## config.mk

```make
export PLATFORM = sky130hd
export DESIGN_NAME = epoch_seconds_to_calendar_core_flat
export DESIGN_NICKNAME = d
export VERILOG_FILES = /design/src/sv/estc_pkg.sv /design/src/sv/estc_if.sv /design/src/sv/epoch_seconds_to_calendar_core.sv /design/src/flat_wrapper.sv
export SDC_FILE = /design/constraint.sdc
export NUM_CORES = 1
export LEC_CHECK = 0
export ABC_AREA = 1
export BUFFER_PORTS_ARGS = -buffer_cell sky130_fd_sc_hd__buf_2
export CORE_MARGIN = 2
export CORE_UTILIZATION = 40
export CTS_CLUSTER_DIAMETER = 50
export DETAILED_ROUTE_END_ITERATION = 7
export REMOVE_ABC_BUFFERS = 1
export SLEW_MARGIN = 10
export SYNTH_ARGS = -nofsm -noshare
export SYNTH_HDL_FRONTEND = slang
export SYNTH_SLANG_ARGS = --single-unit
```

## constraint.sdc

```tcl
create_clock -name clk -period 9.65 [get_ports clk]
set_input_delay 1.4475 -clock clk [delete_from_list [all_inputs] [get_ports clk]]
set_output_delay 1.4475 -clock clk [all_outputs]
set_load 0.02 [all_outputs]
```

## src/sv/estc_pkg.sv

```systemverilog
// estc_pkg: shared types, constants and the month-length table
// for the epoch-to-calendar converter; no dependencies
`default_nettype none

package estc_pkg;

	// widths of the epoch count, the zone offset, the whole-day count and the year
	localparam int EPOCH_W  = 32;
	localparam int OFFSET_W = 17;
	localparam int DAYS_W   = EPOCH_W - 16;
	localparam int YEAR_W   = 12;

	localparam logic signed [OFFSET_W-1:0] OFFSET_RESET = 17'sd28800;
	localparam logic [YEAR_W-1:0]          BASE_YEAR    = 12'd1970;

	// year residues of the base year for the leap rule
	localparam logic [1:0] BASE_MOD4   = 2'd2;
	localparam logic [6:0] BASE_MOD100 = 7'd70;
	localparam logic [8:0] BASE_MOD400 = 9'd370;

	// reciprocal constants: x/60 = (x*M60)>>37, x/3 = (x*M3)>>33, exact for 32-bit x
	localparam logic [31:0] MAGIC_DIV60 = 32'h8888_8889;
	localparam logic [31:0] MAGIC_DIV3  = 32'hAAAA_AAAB;

	localparam logic [3:0] LAST_MONTH = 4'd11;

	typedef enum logic [2:0] {
		ST_IDLE,
		ST_DIV,
		ST_REM,
		ST_YEAR,
		ST_MONTH
	} estc_state_t;

	// which split the shared multiplier is doing
	typedef enum logic [1:0] {
		DV_SEC,
		DV_MIN,
		DV_HR
	} estc_div_t;

	typedef struct packed {
		logic [YEAR_W-1:0] year;
		logic [3:0]        month;
		logic [4:0]        day;
		logic [4:0]        hour;
		logic [5:0]        minute;
		logic [5:0]        second;
	} estc_cal_t;

	function automatic logic [4:0] month_len(input logic leap, input logic [3:0] mon);
		logic [4:0] len;
		case (mon)
			4'd1:                      len = leap ? 5'd29 : 5'd28;
			4'd3, 4'd5, 4'd8, 4'd10:   len = 5'd30;
			default:                   len = 5'd31;
		endcase
		return len;
	endfunction

endpackage

`default_nettype wire

```

## src/sv/estc_if.sv

```systemverilog
// estc_if: valid/ready channel interfaces for the epoch input and the calendar output
// depends on estc_pkg
`default_nettype none

interface estc_epoch_if import estc_pkg::*; ();
	logic               valid;
	logic               ready;
	logic [EPOCH_W-1:0] epoch_seconds;

	modport source (output valid, output epoch_seconds, input ready);
	modport sink   (input valid, input epoch_seconds, output ready);
endinterface

interface estc_cal_if import estc_pkg::*; ();
	logic              valid;
	logic              ready;
	logic [YEAR_W-1:0] year;
	logic [3:0]        month;
	logic [4:0]        day;
	logic [4:0]        hour;
	logic [5:0]        minute;
	logic [5:0]        second;

	modport source (output valid, output year, output month, output day,
		output hour, output minute, output second, input ready);
	modport sink   (input valid, input year, input month, input day,
		input hour, input minute, input second, output ready);
endinterface

`default_nettype wire

```

## src/sv/epoch_seconds_to_calendar_core.sv

```systemverilog
// epoch_seconds_to_calendar_core: unix seconds plus zone offset to gregorian date and time
// depends on estc_pkg and the channel interfaces in estc_if.sv
//
//   channel    dir  handshake      payload
//   epoch_in   in   valid/ready    epoch_seconds[31:0]
//   cal_out    out  valid/ready    year[11:0] month[3:0] day[4:0] hour[4:0] minute[5:0] second[5:0]
//   cfg        in   cfg_we         cfg_wdata[16:0] signed zone offset, no read-back
//
// one item at a time: accept, then the second/minute/hour split on one shared 32x32
// multiplier, each split a quotient step then a remainder step, then a walk over the years
// and the months, one year or one month per step plus a closing step for each walk
// results sit in an output register, so the next beat is taken while one waits
// arst_n clears the sequencer, output valid and loads the offset of utc+8
`default_nettype none

module epoch_seconds_to_calendar_core import estc_pkg::*; (
	input  wire logic                       clk,
	input  wire logic                       arst_n,
	estc_epoch_if.sink                      epoch_in,
	estc_cal_if.source                      cal_out,
	input  wire logic                       cfg_we,
	input  wire logic signed [OFFSET_W-1:0] cfg_wdata
);

	estc_state_t state_q, state_d;

	logic signed [OFFSET_W-1:0] offset_q;

	// working registers of the sequencer
	logic [EPOCH_W-1:0] work_q;   // value being split
	logic [EPOCH_W-1:0] quot_q;   // quotient from the multiplier
	estc_div_t          div_q;
	logic [5:0]         sec_q;
	logic [5:0]         min_q;
	logic [4:0]         hr_q;
	logic [DAYS_W-1:0]  days_q;
	logic [YEAR_W-1:0]  year_q;
	logic [1:0]         mod4_q;
	logic [6:0]         mod100_q;
	logic [8:0]         mod400_q;
	logic               leap_q;
	logic [3:0]         mon_q;

	logic      out_valid_q;
	estc_cal_t out_q;

	// control from the sequencer
	logic accept;
	logic load_out;
	logic last_div;
	logic year_done;
	logic month_step;

	// ---------------------------------------------------------------
	// offset register
	// ---------------------------------------------------------------
	always_ff @(posedge clk or negedge arst_n) begin
		if (!arst_n) begin
			offset_q <= OFFSET_RESET;
		end else if (cfg_we) begin
			offset_q <= cfg_wdata;
		end
	end

	// ---------------------------------------------------------------
	// offset add with clamp to the epoch range
	// ---------------------------------------------------------------
	logic signed [EPOCH_W+1:0] sum;
	logic [EPOCH_W-1:0]        clamped;

	assign sum = $signed({2'b00, epoch_in.epoch_seconds})
		+ (EPOCH_W+2)'(offset_q);

	always_comb begin
		if (sum[EPOCH_W+1]) begin
			clamped = '0;                 // below zero
		end else if (sum[EPOCH_W]) begin
			clamped = '1;                 // past the top of the range
		end else begin
			clamped = sum[EPOCH_W-1:0];
		end
	end

	// ---------------------------------------------------------------
	// shared multiplier: divide by 60, by 60, then by 24 as (x>>3)/3
	// ---------------------------------------------------------------
	logic [EPOCH_W-1:0]   mul_a;
	logic [31:0]          mul_b;
	logic [2*EPOCH_W-1:0] prod;
	logic [EPOCH_W-1:0]   quot_d;
	logic [EPOCH_W-1:0]   quot_x_div;
	logic [EPOCH_W-1:0]   rem;

	always_comb begin
		unique case (div_q)
			DV_HR: begin
				mul_a = {3'b000, work_q[EPOCH_W-1:3]};
				mul_b = MAGIC_DIV3;
			end
			default: begin
				mul_a = work_q;
				mul_b = MAGIC_DIV60;
			end
		endcase
	end

	assign prod = {{EPOCH_W{1'b0}}, mul_a} * {{EPOCH_W{1'b0}}, mul_b};

	always_comb begin
		if (div_q == DV_HR) begin
			quot_d     = {1'b0, prod[2*EPOCH_W-1:33]};
			quot_x_div = (quot_q << 4) + (quot_q << 3);   // times 24
		end else begin
			quot_d     = {5'b00000, prod[2*EPOCH_W-1:37]};
			quot_x_div = (quot_q << 6) - (quot_q << 2);   // times 60
		end
	end

	assign rem = work_q - quot_x_div;

	// ---------------------------------------------------------------
	// leap rule from running residues of the year
	// ---------------------------------------------------------------
	logic       leap;
	logic [8:0] year_len;

	assign leap     = ((mod4_q == 2'd0) && (mod100_q != 7'd0)) || (mod400_q == 9'd0);
	assign year_len = leap ? 9'd366 : 9'd365;
	assign year_done = (days_q < DAYS_W'(year_len));

	logic [4:0] mlen;
	assign mlen       = month_len(leap_q, mon_q);
	assign month_step = (mon_q < LAST_MONTH) && (days_q >= DAYS_W'(mlen));

	assign last_div = (div_q == DV_HR);

	// ---------------------------------------------------------------
	// sequencer
	// ---------------------------------------------------------------
	always_ff @(posedge clk or negedge arst_n) begin
		if (!arst_n) begin
			state_q <= ST_IDLE;
		end else begin
			state_q <= state_d;
		end
	end

	always_comb begin
		state_d         = state_q;
		epoch_in.ready  = 1'b0;
		accept          = 1'b0;
		load_out        = 1'b0;
		unique case (state_q)
			ST_IDLE: begin
				epoch_in.ready = 1'b1;
				if (epoch_in.valid) begin
					accept  = 1'b1;
					state_d = ST_DIV;
				end
			end
			ST_DIV: begin
				state_d = ST_REM;
			end
			ST_REM: begin
				state_d = last_div ? ST_YEAR : ST_DIV;
			end
			ST_YEAR: begin
				if (year_done) begin
					state_d = ST_MONTH;
				end
			end
			ST_MONTH: begin
				// hold the finished date until the output register is free
				if (!month_step && (!out_valid_q || cal_out.ready)) begin
					load_out = 1'b1;
					state_d  = ST_IDLE;
				end
			end
			default: begin
				state_d = ST_IDLE;
			end
		endcase
	end

	// ---------------------------------------------------------------
	// datapath registers
	// ---------------------------------------------------------------
	always_ff @(posedge clk) begin
		unique case (state_q)
			ST_IDLE: begin
				if (accept) begin
					work_q <= clamped;
					div_q  <= DV_SEC;
				end
			end
			ST_DIV: begin
				quot_q <= quot_d;
			end
			ST_REM: begin
				work_q <= quot_q;
				unique case (div_q)
					DV_SEC: begin
						sec_q <= rem[5:0];
						div_q <= DV_MIN;
					end
					DV_MIN: begin
						min_q <= rem[5:0];
						div_q <= DV_HR;
					end
					default: begin
						hr_q     <= rem[4:0];
						days_q   <= quot_q[DAYS_W-1:0];
						year_q   <= BASE_YEAR;
						mod4_q   <= BASE_MOD4;
						mod100_q <= BASE_MOD100;
						mod400_q <= BASE_MOD400;
					end
				endcase
			end
			ST_YEAR: begin
				if (year_done) begin
					leap_q <= leap;
					mon_q  <= '0;
				end else begin
					days_q   <= days_q - DAYS_W'(year_len);
					year_q   <= year_q + 1'b1;
					mod4_q   <= mod4_q + 1'b1;
					mod100_q <= (mod100_q == 7'd99)  ? 7'd0 : mod100_q + 1'b1;
					mod400_q <= (mod400_q == 9'd399) ? 9'd0 : mod400_q + 1'b1;
				end
			end
			ST_MONTH: begin
				if (month_step) begin
					days_q <= days_q - DAYS_W'(mlen);
					mon_q  <= mon_q + 1'b1;
				end
			end
			default: begin
			end
		endcase
	end

	// ---------------------------------------------------------------
	// output register
	// ---------------------------------------------------------------
	always_ff @(posedge clk or negedge arst_n) begin
		if (!arst_n) begin
			out_valid_q <= 1'b0;
		end else if (load_out) begin
			out_valid_q <= 1'b1;
		end else if (cal_out.ready) begin
			out_valid_q <= 1'b0;
		end
	end

	always_ff @(posedge clk) begin
		if (load_out) begin
			out_q.year   <= year_q;
			out_q.month  <= mon_q + 1'b1;
			out_q.day    <= days_q[4:0] + 1'b1;
			out_q.hour   <= hr_q;
			out_q.minute <= min_q;
			out_q.second <= sec_q;
		end
	end

	assign cal_out.valid  = out_valid_q;
	assign cal_out.year   = out_q.year;
	assign cal_out.month  = out_q.month;
	assign cal_out.day    = out_q.day;
	assign cal_out.hour   = out_q.hour;
	assign cal_out.minute = out_q.minute;
	assign cal_out.second = out_q.second;

endmodule

`default_nettype wire

```

## src/flat_wrapper.sv

```systemverilog
// flat-port wrapper written by rule: the top's interface ports become plain ports
module epoch_seconds_to_calendar_core_flat import estc_pkg::*;
  (clk, arst_n, cfg_we, cfg_wdata, epoch_in_valid, epoch_in_epoch_seconds, epoch_in_ready, cal_out_valid, cal_out_year, cal_out_month, cal_out_day, cal_out_hour, cal_out_minute, cal_out_second, cal_out_ready);
  estc_epoch_if epoch_in_i ();
  estc_cal_if cal_out_i ();
  input  wire logic clk;
  input  wire logic arst_n;
  input  wire logic cfg_we;
  input  wire logic signed [OFFSET_W-1:0] cfg_wdata;
  input wire logic [$bits(epoch_in_i.valid)-1:0] epoch_in_valid;
  input wire logic [$bits(epoch_in_i.epoch_seconds)-1:0] epoch_in_epoch_seconds;
  output wire logic [$bits(epoch_in_i.ready)-1:0] epoch_in_ready;
  output wire logic [$bits(cal_out_i.valid)-1:0] cal_out_valid;
  output wire logic [$bits(cal_out_i.year)-1:0] cal_out_year;
  output wire logic [$bits(cal_out_i.month)-1:0] cal_out_month;
  output wire logic [$bits(cal_out_i.day)-1:0] cal_out_day;
  output wire logic [$bits(cal_out_i.hour)-1:0] cal_out_hour;
  output wire logic [$bits(cal_out_i.minute)-1:0] cal_out_minute;
  output wire logic [$bits(cal_out_i.second)-1:0] cal_out_second;
  input wire logic [$bits(cal_out_i.ready)-1:0] cal_out_ready;
  assign epoch_in_i.valid = epoch_in_valid;
  assign epoch_in_i.epoch_seconds = epoch_in_epoch_seconds;
  assign epoch_in_ready = epoch_in_i.ready;
  assign cal_out_valid = cal_out_i.valid;
  assign cal_out_year = cal_out_i.year;
  assign cal_out_month = cal_out_i.month;
  assign cal_out_day = cal_out_i.day;
  assign cal_out_hour = cal_out_i.hour;
  assign cal_out_minute = cal_out_i.minute;
  assign cal_out_second = cal_out_i.second;
  assign cal_out_i.ready = cal_out_ready;
  epoch_seconds_to_calendar_core u_core (.clk(clk), .arst_n(arst_n), .epoch_in(epoch_in_i), .cal_out(cal_out_i), .cfg_we(cfg_we), .cfg_wdata(cfg_wdata));
endmodule
```

==> results of run 1 <==
-- flip-flops by register name, indices dropped and copies added (netlist names), 5 cells and up --
signal and flops:
u_core.mod400_q 9, u_core.min_q 6, u_core.offset_q 17, u_core.days_q 16, u_core.work_q 32, u_core.quot_q 31
u_core.sec_q 6, u_core.year_q 12, u_core.cal_out.minute 6, u_core.cal_out.second 6, u_core.hr_q 5, u_core.cal_out.year 12
u_core.mod100_q 7, u_core.cal_out.day 5, u_core.cal_out.hour 5
-- per-layer routing --
| metal | wire length (µm) | vias to the layer above | GRT usage [%] |
|---|---|---|---|
| met2 | 44000 | 785 | 40.6 |
| met3 | 5740 | 132 | 3.09 |
| li1 | - | 11843 | - |
| met5 | 0 | - | 0 |
| met1 | 45400 | 12008 | 36.0 |
| met4 | 3400 | 0 | 7.94 |
-- Yosys cell counts, drive strengths merged --
master  count  area [µm²]
a21boi      7        52.6
o21ai     168         848
buf        17         103
o32ai       1        8.76
o22ai       1        6.26
or2        18         113
xnor2      24         210
o41ai       1        8.76
a21oi     184         928
nand2     582        2190
o221ai      4        35.0
o211ai      8        60.1
fa        390        7810
o21bai     14         105
nor4       13        96.3
nand4      14        93.8
mux2       15         169
nand3b     23         173
nor3b       2        15.0
nor3       31         166
inv      1018        3820
conb        2        7.51
clkinv      2        7.51
o21a        5        37.5
o311ai      4        35.0
nor2      331        1250
a31oi       9        56.3
xor2       59         536
nand3     155         916
o31ai       1        7.51
clkbuf     19        71.3
dfstp       4         105
ha        433        5420
a21o        7        52.6
a211oi      2        15.0
dfrtp      17         425
edfxtp    171        5130
-- stage by stage --
stage               area [µm²]  hold slack, ps  setup WS (ps)
CTS                      33500             424           1190
detailed placement       32900             405           1230
global placement         32900             401           1230
finish                   33500             421           1100
global route             33500             428            683
floorplan                31000             400           1860
-- kinds of logic (layout without fill, tap and decap cells) --
| kind of cell | after synthesis | in the layout | share of synthesized area [%] |
|---|---|---|---|
| AOI/OAI and AO/OA | 416 | 416 | 7.26 |
| xor gates and xnor gates | 83 | 83 | 2.40 |
| adders and majority gates | 823 | 823 | 42.5 |
| buffers and inverters | 1056 | 1168 | 12.9 |
| DFF | 192 | 192 | 18.2 |
| muxes | 15 | 15 | 0.543 |
| other | 2 | 17 | 0.0242 |
| and+or+nand+nor | 1169 | 1169 | 16.1 |
-- worst min path at each step --
stage / to / from / cells past startpoint
final: u_core.cal_out.minute[3]$_DFFE_PP_ / u_core.min_q[3]$_DFFE_PP_ / 0
after global routing: u_core.cal_out.minute[2]$_DFFE_PP_ / u_core.min_q[2]$_DFFE_PP_ / 0
after CTS: u_core.cal_out.minute[3]$_DFFE_PP_ / u_core.min_q[3]$_DFFE_PP_ / 0
after detailed placement: u_core.cal_out.minute[3]$_DFFE_PP_ / u_core.min_q[3]$_DFFE_PP_ / 0
after global placement: u_core.cal_out.minute[5]$_DFFE_PP_ / u_core.min_q[5]$_DFFE_PP_ / 0
after floorplan: u_core.cal_out.hour[0]$_DFFE_PP_ / u_core.hr_q[0]$_DFFE_PP_ / 0
-- cell type report --
| cell class | count | area share (%) |
|---|---|---|
| Multi-Input combinational cell | 2523 | 64.1 |
| Sequential cell | 192 | 16.9 |
| Inverter | 1020 | 11.4 |
| Tap cell | 1040 | 3.88 |
| Timing Repair Buffer | 116 | 1.90 |
| Clock buffer | 17 | 1.27 |
| Clock inverter | 15 | 0.541 |
-- worst register-to-register path: cells and delay by family (launching register included) --
kind / cells / cell delay (ps)
fa+ha+maj: 9 / 4120
buf+inv: 9 / 1260
flops: 1 / 420
simple gates: 8 / 1550
compound gates: 4 / 920
==> impl_metrics.prom, run 1 <==
# TYPE chip_impl_metric gauge
chip_impl_metric{name="clock-sinks",unit=""} 192
chip_impl_metric{name="finalWeightedCongestion",unit=""} 0.987
chip_impl_info{name="cp-start-kind",value="flop"} 1
chip_impl_metric{name="cts_inserted_buffers",unit=""} 17
chip_impl_info{name="worst_setup_path_end_kind",value="flop"} 1
chip_impl_metric{name="yosysWarnings",unit=""} 0
chip_impl_metric{name="grt_pass1_vias",unit=""} 25324
chip_impl_metric{name="dpl.hpwl",unit="µm"} 88200
chip_impl_metric{name="die_x",unit="µm"} 283
chip_impl_metric{name="overflow_after_grt",unit=""} 0
chip_impl_info{name="hold_class",value="flop to flop"} 1
chip_impl_metric{name="nFillCells",unit=""} 7963
chip_impl_metric{name="final_core_utilization",unit="%"} 43.5
chip_impl_metric{name="placed_cells",unit=""} 4891
chip_impl_metric{name="nets",unit=""} 4747
chip_impl_metric{name="area_delta_synth_final",unit="%"} 7.90
chip_impl_info{name="slowest_stage",value="fa_1"} 1
chip_impl_info{name="run_status",value="complete, no violations"} 1
chip_impl_metric{name="drt-pass1-iter-count",unit=""} 7
chip_impl_metric{name="cp_num_cells",unit=""} 30
chip_impl_metric{name="cts_setup_buffers",unit=""} 0
chip_impl_metric{name="fin_worst_skew",unit="ps"} 15.6
chip_impl_info{name="cts_tree",value="yes"} 1
chip_impl_metric{name="synth.ff_latch_count",unit=""} 192
chip_impl_metric{name="detail_route.iter0.violations",unit=""} 2150
chip_impl_metric{name="crit_arrival",unit="ps"} 8760
chip_impl_metric{name="postRouteAntennaNets",unit=""} 0
chip_impl_metric{name="cts-resized-gates",unit=""} 0
chip_impl_metric{name="grt_pass1_wl",unit="µm"} 151000
chip_impl_metric{name="flop2flop_setup_slack",unit="ps"} 1100
chip_impl_metric{name="cts.path.max_buffers",unit=""} 2
chip_impl_metric{name="placeable_core_region",unit="µm²"} 77200
chip_impl_metric{name="period_needed",unit="ps"} 8550
chip_impl_metric{name="synth_area",unit="µm²"} 31100
chip_impl_metric{name="worst_ep_required_time",unit="ps"} 9860
chip_impl_metric{name="ys_seq_area_share",unit="%"} 18.2
chip_impl_metric{name="placement.io_buffers",unit=""} 93
chip_impl_metric{name="finalNonFillerCells",unit=""} 4923
chip_impl_metric{name="grt_antenna_before_repair",unit=""} 0
chip_impl_metric{name="grt_start_max_net_pins",unit=""} 46
chip_impl_metric{name="clock_latency_on_the_worst_skew_pair",unit="ps"} 460
chip_impl_metric{name="setup_tns",unit="ps"} 0
chip_impl_info{name="grt_setup_unrepaired",value="no"} 1
chip_impl_metric{name="number_of_top_level_pins",unit=""} 94
chip_impl_metric{name="max-slew-margin-rel",unit="%"} 24.8
chip_impl_metric{name="slew_viol_final",unit=""} 0
chip_impl_info{name="worst_path_dominant_cell_family",value="adder cells"} 1
chip_impl_metric{name="r2r.worst_path.cells",unit=""} 30
chip_impl_metric{name="syn-instance-count",unit=""} 3756
chip_impl_info{name="timing_worst_setup_path_type",value="flop to flop"} 1
chip_impl_metric{name="timing.fmax",unit="GHz"} 0.117
chip_impl_metric{name="total_die_area",unit="µm²"} 80000
chip_impl_metric{name="synth.distinct_cells",unit=""} 55
chip_impl_info{name="cell_repeated_most_along_the_worst_path",value="fa_1"} 1
chip_impl_metric{name="drive_gt1_share",unit="%"} 6.13
chip_impl_metric{name="route.final.wire_length",unit="µm"} 98600
chip_impl_metric{name="routedWlPerCell",unit="µm"} 20.0
chip_impl_metric{name="insertedDiodeCount",unit=""} 0
chip_impl_metric{name="hold_buffers",unit=""} 0
chip_impl_metric{name="initial_core_util",unit="%"} 40.3
chip_impl_metric{name="worst-path-max-fanout",unit=""} 45
chip_impl_metric{name="timing.final.hold_violations",unit=""} 0
chip_impl_metric{name="min_period_over_period",unit="%"} 88.6
chip_impl_metric{name="cp.buffers_inverters",unit=""} 9
chip_impl_metric{name="tightestPinTransition",unit="ps"} 1130
chip_impl_metric{name="seq_area",unit="µm²"} 5670
chip_impl_metric{name="multi_input_gate_area_in_the_final_layout",unit="µm²"} 21500
chip_impl_info{name="critical_path.reg2reg.startpoint",value="u_core.div_q[0]$_SDFFCE_PN0P_"} 1
chip_impl_metric{name="syn_area_per_cell",unit="µm²"} 8.28
chip_impl_info{name="final_cell_mix",value="1004 x inv_1, 578 x nand2_1, 433 x ha_1"} 1
chip_impl_metric{name="report.final.setup_viol",unit=""} 0
chip_impl_metric{name="dr_total_vias",unit=""} 24768
chip_impl_info{name="cts_root_buffer",value="clkbuf_16"} 1
chip_impl_info{name="worst_setup_path_endpoint",value="u_core.quot_q[10]$_DFFE_PP_"} 1
chip_impl_metric{name="detail_route.drc_violations",unit=""} 0
chip_impl_metric{name="grt_use_total",unit="%"} 25.4
chip_impl_info{name="layout_commonest_cell",value="inv_1"} 1
chip_impl_metric{name="cts_max_level",unit=""} 4
chip_impl_metric{name="detail_route.vias_per_cell",unit=""} 5.03
chip_impl_metric{name="cap_viol_max_count",unit=""} 0
chip_impl_metric{name="placement_rows",unit=""} 102
chip_impl_metric{name="reg_clk_slew_reported_paths",unit="ps"} 80
chip_impl_info{name="setup.worst_path.start",value="u_core.div_q[0]$_SDFFCE_PN0P_"} 1
chip_impl_metric{name="die_height",unit="µm"} 283
chip_impl_info{name="rr_endpoint",value="u_core.quot_q[10]$_DFFE_PP_"} 1
chip_impl_metric{name="critical_path.max_stage_delay",unit="ps"} 570
Power of run 1 is not shown: default switching activity piles up to over one toggle a cycle in this logic, so the estimate is an artifact.
==> run 2, diff against run 1 <==
- ABC_AREA: 1 -> unset
==> run 2 against run 1 <==
Against the previous run:
- non-clock buffer count rose by 5
- global-route usage fell by 3.2 points
- clock skew fell by 3.9 ps
- synthesized cell count down 22%
- register-to-register slack worse by 720 ps
==> impl_metrics.prom, run 2 <==
# TYPE chip_impl_metric gauge
chip_impl_metric{name="syn-instance-count",unit=""} 2945
chip_impl_metric{name="cts.path.max_buffers",unit=""} 2
chip_impl_metric{name="die_height",unit="µm"} 272
chip_impl_metric{name="total_die_area",unit="µm²"} 74100
chip_impl_metric{name="synth-compound-area-share",unit="%"} 10.6
chip_impl_metric{name="placeable_core_region",unit="µm²"} 71400
chip_impl_metric{name="cts_inserted_buffers",unit=""} 17
chip_impl_metric{name="slew_viol_final",unit=""} 0
chip_impl_info{name="grt_setup_unrepaired",value="no"} 1
chip_impl_metric{name="clock_latency_on_the_worst_skew_pair",unit="ps"} 460
chip_impl_metric{name="final_core_utilization",unit="%"} 43.6
chip_impl_metric{name="post_synth_mux_area_share",unit="%"} 1.13
chip_impl_info{name="layout_commonest_cell",value="inv_1"} 1
chip_impl_metric{name="finalWeightedCongestion",unit=""} 0.970
chip_impl_metric{name="placement_rows",unit=""} 98
chip_impl_metric{name="syn_area_per_cell",unit="µm²"} 9.78
chip_impl_metric{name="worst_ep_required_time",unit="ps"} 9860
chip_impl_info{name="worst_setup_path_end_kind",value="flop"} 1
chip_impl_metric{name="largest_reg_flops",unit=""} 32
chip_impl_info{name="cell_repeated_most_along_the_worst_path",value="fa_1"} 1
chip_impl_metric{name="cts_max_level",unit=""} 4
chip_impl_metric{name="yosys.area.top_type_share",unit="%"} 27.1
chip_impl_metric{name="routedWlPerCell",unit="µm"} 20.3
chip_impl_info{name="main_combinational_cell_family_by_area_after_synthesis",value="adder cells"} 1
chip_impl_metric{name="min_period_over_period",unit="%"} 96.1
chip_impl_metric{name="overflow_after_grt",unit=""} 0
chip_impl_metric{name="route.final.wire_length",unit="µm"} 81300
chip_impl_metric{name="synth.ff_latch_count",unit=""} 192
chip_impl_metric{name="synth_area",unit="µm²"} 28800
chip_impl_info{name="netlist.top_cell.by_area",value="fa_1"} 1
chip_impl_metric{name="grt_pass1_wl",unit="µm"} 125000
chip_impl_metric{name="critical_path.max_stage_delay",unit="ps"} 590
chip_impl_metric{name="yosysWarnings",unit=""} 0
chip_impl_info{name="run_status",value="complete, no violations"} 1
chip_impl_metric{name="number_of_top_level_pins",unit=""} 94
chip_impl_metric{name="clock-sinks",unit=""} 192
chip_impl_metric{name="cap_viol_max_count",unit=""} 0
chip_impl_metric{name="tightestPinTransition",unit="ps"} 1260
chip_impl_metric{name="dpl.hpwl",unit="µm"} 71500
chip_impl_metric{name="max-slew-margin-rel",unit="%"} 15.5
chip_impl_info{name="cts_tree",value="yes"} 1
chip_impl_metric{name="postRouteAntennaNets",unit=""} 0
chip_impl_info{name="synth.top_cells.by_area",value="fa_1 27%, ha_1 19%, edfxtp_1 18%"} 1
chip_impl_metric{name="ys_seq_area_share",unit="%"} 19.7
chip_impl_metric{name="detail_route.drc_violations",unit=""} 0
chip_impl_metric{name="period_needed",unit="ps"} 9270
chip_impl_info{name="postSynth.topFlopCell",value="edfxtp_1"} 1
chip_impl_metric{name="grt_start_max_net_pins",unit=""} 39
chip_impl_info{name="slowest_stage",value="fa_1"} 1
chip_impl_info{name="hold_class",value="flop to flop"} 1
chip_impl_metric{name="synthSimpleGateAreaFrac",unit="%"} 8.53
chip_impl_metric{name="dr_total_vias",unit=""} 20773
chip_impl_metric{name="finalNonFillerCells",unit=""} 4002
chip_impl_metric{name="nets",unit=""} 3915
chip_impl_info{name="timing_worst_setup_path_type",value="flop to flop"} 1
chip_impl_metric{name="grt_pass1_vias",unit=""} 21290
chip_impl_metric{name="timing.fmax",unit="GHz"} 0.108
chip_impl_metric{name="synth_fa_ha_area_share",unit="%"} 45.9
chip_impl_info{name="synth_commonest_cells",value="705 x inv_1, 433 x ha_1, 390 x fa_1"} 1
chip_impl_metric{name="crit_arrival",unit="ps"} 9490
chip_impl_metric{name="cts_setup_buffers",unit=""} 0
chip_impl_metric{name="reg_clk_slew_reported_paths",unit="ps"} 80
chip_impl_metric{name="ys_async_sr_fraction",unit="%"} 10.9
chip_impl_metric{name="drive_gt1_share",unit="%"} 7.37
chip_impl_metric{name="die_x",unit="µm"} 272
chip_impl_metric{name="placement.io_buffers",unit=""} 93
chip_impl_metric{name="synth.distinct_cells",unit=""} 77
chip_impl_metric{name="post_synth_xor_area_fraction",unit="%"} 4.10
chip_impl_metric{name="placed_cells",unit=""} 3968
chip_impl_metric{name="area_delta_synth_final",unit="%"} 8.01
chip_impl_info{name="cell_with_the_most_instances_after_synthesis",value="inv_1"} 1
chip_impl_metric{name="worst-path-max-fanout",unit=""} 19
chip_impl_info{name="registers.top_by_ff_count",value="u_core.work_q"} 1
chip_impl_info{name="cp-start-kind",value="flop"} 1
chip_impl_metric{name="detail_route.iter0.violations",unit=""} 1652
chip_impl_info{name="largest_registers",value="u_core.work_q x32, u_core.quot_q x31, u_core.offset_q x17"} 1
chip_impl_metric{name="fin_worst_hold_slack",unit="ps"} 414
chip_impl_metric{name="timing.final.hold_violations",unit=""} 0
chip_impl_info{name="worst_path_dominant_cell_family",value="adder cells"} 1
chip_impl_metric{name="fin_worst_skew",unit="ps"} 11.7
chip_impl_metric{name="drt-pass1-iter-count",unit=""} 7
chip_impl_metric{name="detail_route.vias_per_cell",unit=""} 5.19
chip_impl_metric{name="synth_edf_count",unit=""} 171
chip_impl_metric{name="worst_slack",unit="ps"} 376
chip_impl_info{name="final_cell_mix",value="705 x inv_1, 433 x ha_1, 390 x fa_1"} 1
chip_impl_metric{name="cp.buffers_inverters",unit=""} 7
chip_impl_metric{name="initial_core_util",unit="%"} 40.3
chip_impl_metric{name="pre_cts_ws",unit="ps"} 189
chip_impl_metric{name="grt_antenna_before_repair",unit=""} 2
chip_impl_metric{name="report.final.setup_viol",unit=""} 0
chip_impl_info{name="cts_root_buffer",value="clkbuf_16"} 1
chip_impl_metric{name="grt_use_total",unit="%"} 22.3
## run 2: cell types whose count changed after synthesis, moves of 33 or more
cell,before,now
xnor2_1,24,73
o21ai_0,147,99
clkbuf_1,19,52
a21o_1,7,52
inv_1,1004,705
nand3_1,127,42
nand2_1,578,200
and3_1,0,42
nor2_1,329,118
## run 2: worst paths after layout
check	start	end	slack [ps]	depth (start not counted)
setup reg to reg	u_core.div_q[0]$_SDFFCE_PN0P_	u_core.quot_q[26]$_DFFE_PP_	380	28
max in group asynchronous	arst_n	u_core.offset_q[14]$_DFFE_PN1P_	8320	1
hold reg to reg	u_core.sec_q[4]$_DFFE_PP_	u_core.cal_out.second[4]$_DFFE_PP_	410	0
min in group asynchronous	arst_n	u_core.state_q[0]$_DFFE_PN0P_	960	1
setup / recovery	u_core.div_q[0]$_SDFFCE_PN0P_	u_core.quot_q[26]$_DFFE_PP_	380	28
hold / removal	u_core.sec_q[4]$_DFFE_PP_	u_core.cal_out.second[4]$_DFFE_PP_	410	0
## run 2: cell type report
cell class | count | area [µm²]
Antenna cell | 1 | 2.50
Clock buffer | 18 | 429
Tap cell | 950 | 1190
Timing Repair Buffer | 121 | 676
Clock inverter | 14 | 156
Sequential cell | 192 | 5670
Fill cell | 7016 | 40300
Inverter | 705 | 2650
Multi-Input combinational cell | 2001 | 20300
## run 2: cell families (layout without fill, tap and decap cells)
group | Yosys count | in the layout
XOR/XNOR | 134 | 134
AO/OA/AOI/OAI | 470 | 470
AND/OR/NAND/NOR | 526 | 527
other | 2 | 18
adder cells (fa/ha/maj) | 823 | 823
flip-flops | 192 | 192
multiplexers | 30 | 30
buffers and inverters | 768 | 858
## run 2: routing by layer
metal | wire (µm) | global-route usage (%) | up-vias
met5 | 13 | 0 | -
met4 | 2750 | 7.06 | 2
met3 | 4330 | 2.95 | 110
met2 | 37700 | 36.2 | 582
met1 | 36600 | 30.8 | 10307
li1 | - | - | 9772
## run 2: repair_timing
action                     in CTS  in global routing
hold buffers                    0                  0
gates resized for setup         0                  2
setup endpoints to repair       0                  5
## run 2: worst reg2reg max path, delay by kind of cell (launching register included)
kind                     cells  cell delay (ps)
AND/OR/NAND/NOR              3              920
multiplexers                 1              280
adder cells (fa/ha/maj)      9             4290
flip-flops                   1              570
AO/OA/AOI/OAI                7             1830
XOR/XNOR                     1              110
buffers and inverters        7             1010
## run 2: through the flow
step           instance area, µm²  setup TNS [ps]
5_1_grt                     31100               0
3_3_place_gp                30500               0
3_5_place_dp                30500               0
6_report                    31100               0
2_1_floorplan               28600            -411
4_1_cts                     31100               0
Power of run 2 is left out for the same reason.
